[config.mk]
export PLATFORM = sky130hd
export DESIGN_NAME = scdp_mac
export DESIGN_NICKNAME = d
export VERILOG_FILES = /design/src/sv/scdp_pkg.sv /design/src/sv/scdp_mac.sv
export SDC_FILE = /design/constraint.sdc
export NUM_CORES = 2
export LEC_CHECK = 0
export BUFFER_PORTS_ARGS = -buffer_cell sky130_fd_sc_hd__buf_2
export CAP_MARGIN = 20
export CORE_ASPECT_RATIO = 1.5
export CORE_MARGIN = 4
export CORE_UTILIZATION = 30
export CTS_BUF_LIST = sky130_fd_sc_hd__clkbuf_4 sky130_fd_sc_hd__clkbuf_8 sky130_fd_sc_hd__clkbuf_16
export CTS_CLUSTER_SIZE = 20
export DETAILED_ROUTE_END_ITERATION = 8
export RECOVER_POWER = 100
export SLEW_MARGIN = 10
export SYNTH_ARGS = -nofsm -noshare
export SYNTH_HDL_FRONTEND = slang
export SYNTH_SLANG_ARGS = --single-unit
[constraint.sdc]
create_clock -name i_clk -period 15.9 [get_ports i_clk]
set_input_delay 1.59 -clock i_clk [delete_from_list [all_inputs] [get_ports i_clk]]
set_output_delay 1.59 -clock i_clk [all_outputs]
set_load 0.02 [all_outputs]
[src/sv/scdp_pkg.sv]
// Package for the sparse complex dot product block.
// Holds sizes, op codes and shared types; no dependencies.
`default_nettype none

package scdp_pkg;

    localparam int LIST_DEPTH = 256;
    localparam int ID_BITS    = 32;
    localparam int COEFF_BITS = 16;

    localparam int IDX_W   = $clog2(LIST_DEPTH);
    localparam int CNT_W   = $clog2(LIST_DEPTH + 1);
    localparam int ENTRY_W = ID_BITS + 2 * COEFF_BITS;
    localparam int PROD_W  = 2 * COEFF_BITS;
    localparam int SUM_W   = 48;
    localparam int OP_W    = 2;

    localparam logic [OP_W-1:0] OP_APPEND_A = 2'd0;
    localparam logic [OP_W-1:0] OP_APPEND_B = 2'd1;
    localparam logic [OP_W-1:0] OP_COMPUTE  = 2'd2;

    typedef enum logic [2:0] {
        S_IDLE  = 3'b001,
        S_WALK  = 3'b010,
        S_FLUSH = 3'b100
    } t_state;

    // control from the walker to the multiply-accumulate unit
    typedef struct packed {
        logic clr;
        logic en;
    } t_mac_ctrl;

endpackage

`default_nettype wire

[src/sv/scdp_mac.sv]
// Complex multiply-accumulate of conj(a)*b: one product register stage,
// then a 48-bit accumulator. Depends on scdp_pkg.
`default_nettype none

module scdp_mac (
    input  wire logic                                     i_clk,
    input  wire logic                                     i_rst_n,
    input  wire scdp_pkg::t_mac_ctrl                      i_ctrl,
    input  wire logic signed [scdp_pkg::COEFF_BITS-1:0]   i_a_re,
    input  wire logic signed [scdp_pkg::COEFF_BITS-1:0]   i_a_im,
    input  wire logic signed [scdp_pkg::COEFF_BITS-1:0]   i_b_re,
    input  wire logic signed [scdp_pkg::COEFF_BITS-1:0]   i_b_im,
    output logic signed [scdp_pkg::SUM_W-1:0]             o_sum_re,
    output logic signed [scdp_pkg::SUM_W-1:0]             o_sum_im,
    output logic                                          o_busy
);
    import scdp_pkg::*;

    logic                     r_pvalid;
    logic signed [PROD_W-1:0] r_p_rr, r_p_ii, r_p_ri, r_p_ir;
    logic signed [SUM_W-1:0]  r_acc_re, r_acc_im;
    logic signed [SUM_W-1:0]  n_acc_re, n_acc_im;

    always_ff @(posedge i_clk) begin
        if (!i_rst_n) begin
            r_pvalid <= 1'b0;
        end else begin
            r_pvalid <= i_ctrl.en;
        end
    end

    always_ff @(posedge i_clk) begin
        r_p_rr <= i_a_re * i_b_re;
        r_p_ii <= i_a_im * i_b_im;
        r_p_ri <= i_a_re * i_b_im;
        r_p_ir <= i_a_im * i_b_re;
    end

    always_comb begin
        n_acc_re = r_acc_re;
        n_acc_im = r_acc_im;
        if (i_ctrl.clr) begin
            n_acc_re = '0;
            n_acc_im = '0;
        end else if (r_pvalid) begin
            n_acc_re = r_acc_re + SUM_W'(r_p_rr) + SUM_W'(r_p_ii);
            n_acc_im = r_acc_im + SUM_W'(r_p_ri) - SUM_W'(r_p_ir);
        end
    end

    always_ff @(posedge i_clk) begin
        r_acc_re <= n_acc_re;
        r_acc_im <= n_acc_im;
    end

    assign o_sum_re = r_acc_re;
    assign o_sum_im = r_acc_im;
    assign o_busy   = r_pvalid;

endmodule

`default_nettype wire

==> run summary <==
Status -> finished, violations left
Failing checks -> max-capacitance violations, max-slew violations
Unrepaired setup endpoints after global routing -> false
Crit share post-route -> 0.558
Setup TNS -> 0 ns
Vias in the first global route -> 42,200
Max cap viols -> 7
Synth warn -> 0
Clock skew -> 0.0233 ns
Largest net degree at the start of global routing -> 53
Grt ovf -> 0
Total Wirelength -> 139,000 µm
Count of final setup violators -> 0
Hold Crit Class -> flip-flop to flip-flop
Via density -> 4.75
Longest Clk Path Bufs -> 3
# clock sinks -> 225
Relative slew slack -> -0.732
Most frequent cells in the layout -> inv_1, fa_1, nand2_1, and2_1, ha_1
CP peak stage delay -> 1.25 ns
WP data required -> 16.41 ns
Hold-fix buffers, CTS -> 0
CP Cell Sequence -> clkbuf_1, nand2_1, fa_1, fa_1, fa_1, inv_1, fa_1, fa_1, inv_1, fa_1, inv_1, ha_1, and3_1, a221o_1, and3_1, a311o_1, o41ai_1, o22ai_2, o311a_1, a311oi_1, xnor2_1
WP data arrival -> 9.38 ns
EDFF count, synth -> 0
Most Frequent Cell on Critical Path -> fa_1
Fin. Hold Viols -> 0
Starting Density -> 0.302
# DRC -> 0
DIE WIDTH -> 351 µm
H-tree depth -> 1
Port bufs -> 164
Most common cell after layout, fill and taps aside -> inv_1
GRT Util Overall -> 0.156
DP Wirelength -> 111,000 µm
Synth cell types -> 73
CTS buffer count -> 28
Die outline height -> 522 µm
Minimum clock period -> 8.87 ns
Worst-Margin Slew -> 2.60 ns
Core area -> 0.175 mm²
CP Class -> input port to flip-flop
Fraction of layout cells with a size suffix above 1 -> 0.0279
Area grow syn2layout -> 7.19%
Row cnt -> 188
Startpoint types -> input port
Mapped Area -> 0.0528 mm²
Clock transition at path regs -> 0.06 ns
Post-CTS setup buffers -> 0
# nets final -> 7,425
First-pass detailed-route iteration total -> 5
Final Wtd Congestion -> 0.847
FILL cells -> 18,300
I/O pins -> 165
Initial antenna violation count -> 29
First-pass GRT wire length -> 227,000 µm
Clk_lat worst skew -> 0.61 ns
Syn nets -> 7,454
Synth Register Bits -> 225
Dominant synthesized flop cell -> dfxtp_1
CTS tree -> built
Die area -> 0.183 mm²
Slowest cell on crit path -> clkbuf_1
Synthesized instance count -> 5,821
Post-route ant nets -> 0
Starting DRT DRC Count -> 2,253
Via Count -> 38,500
Register area share after synthesis -> 0.0853
Crit path max fanout -> 32
Post-cts gate resize count -> 0
Ys async rst share -> 0
Critical Path Sink Type -> flip-flop
Syn avg cell area -> 9.07 µm²
Drt wl/cell -> 17.2 µm
Max-slew violation count -> 253
Max Freq -> 113 MHz
Clock Tree Root -> clkbuf_16
## worst max-delay path: cells and delay by family
family | cells | cell delay (ns)
simple gates | 3 | 0.61
fa+ha+maj | 7 | 3.36
xor+xnor | 1 | 0.16
buf+inv | 4 | 1.40
compound gates | 6 | 2.25
## per-stage QoR
step           std cells  setup slack, ns  hold slack (ns)  cell area, µm²   util
2_1_floorplan       5821             8.25            0.548           52800      -
3_3_place_gp        8041             7.51            0.477           55700  0.319
3_5_place_dp        8041             7.39            0.474           55700  0.319
4_1_cts             8089             8.06            0.484           56700  0.324
5_1_grt             8097             6.66            0.511           56600  0.323
6_report            8108             7.03            0.482           56600  0.323
## state kept, by name, indices dropped and copies added (netlist names)
| signal | cells |
|---|---|
| r_p_ri | 32 |
| o_busy | 1 |
| o_sum_im | 48 |
| o_sum_re | 48 |
| r_p_rr | 32 |
| r_p_ii | 32 |
| r_p_ir | 32 |
## cell type report
cell class	count	area, µm²	share of cell area
inverters	1351	5070	0.0896
diodes	18	45.0	0.000796
repair buffers	190	873	0.0154
clock inverters	11	170	0.00301
flip-flops and latches	225	4500	0.0796
clock buffers	37	811	0.0143
multi-input cells	3996	42300	0.747
well taps	2280	2850	0.0504
## per-layer routing
metal  up-vias  wire, µm  track usage
met5         -       120            0
met4        18      7960       0.0755
met3       270      8180       0.0247
met2       950     70300        0.279
met1     19800     52500        0.180
li1      17500         -            -
## worst paths after layout
check | endpoint | slack (ns) | from | cells past startpoint
worst max-delay path | r_p_rr[30]$_DFF_P_ | 7.03 | i_b_re[2] | 21
worst min-delay path | o_sum_im[45]$_SDFFE_PP0P_ | 0.48 | o_sum_im[45]$_SDFFE_PP0P_ | 2
worst max register to register | o_sum_im[47]$_SDFFE_PP0P_ | 11.10 | o_sum_im[1]$_SDFFE_PP0P_ | 14
worst min register to register | o_sum_im[45]$_SDFFE_PP0P_ | 0.48 | o_sum_im[45]$_SDFFE_PP0P_ | 2
## logic make-up after synthesis
logic type / Yosys count / synth area share
AO/OA/AOI/OAI: 615 / 0.0772
adder cells (fa/ha/maj): 1565 / 0.533
flip-flops: 225 / 0.0853
AND/OR/NAND/NOR: 1550 / 0.145
buffers and inverters: 1600 / 0.114
XOR/XNOR: 210 / 0.0348
multiplexers: 56 / 0.0107
## cell usage after synthesis (44+ instances only)
| library cell | instances | area [µm²] |
|---|---|---|
| nand3_1 | 44 | 220 |
| a21oi_1 | 183 | 916 |
| dfxtp_1 | 225 | 4500 |
| inv_1 | 1350 | 5070 |
| nor2_1 | 227 | 852 |
| fa_1 | 1143 | 22900 |
| a21o_1 | 101 | 758 |
| nand2b_1 | 44 | 275 |
| mux2i_1 | 51 | 510 |
| nand2_1 | 575 | 2160 |
| xor2_1 | 58 | 508 |
| and2_1 | 510 | 3190 |
| o21ai_0 | 89 | 445 |
| ha_1 | 422 | 5280 |
| clkbuf_1 | 243 | 912 |
| xnor2_1 | 152 | 1330 |
Power is not shown: default switching activity piles up to over one toggle a cycle in this logic, so the estimate is an artifact.
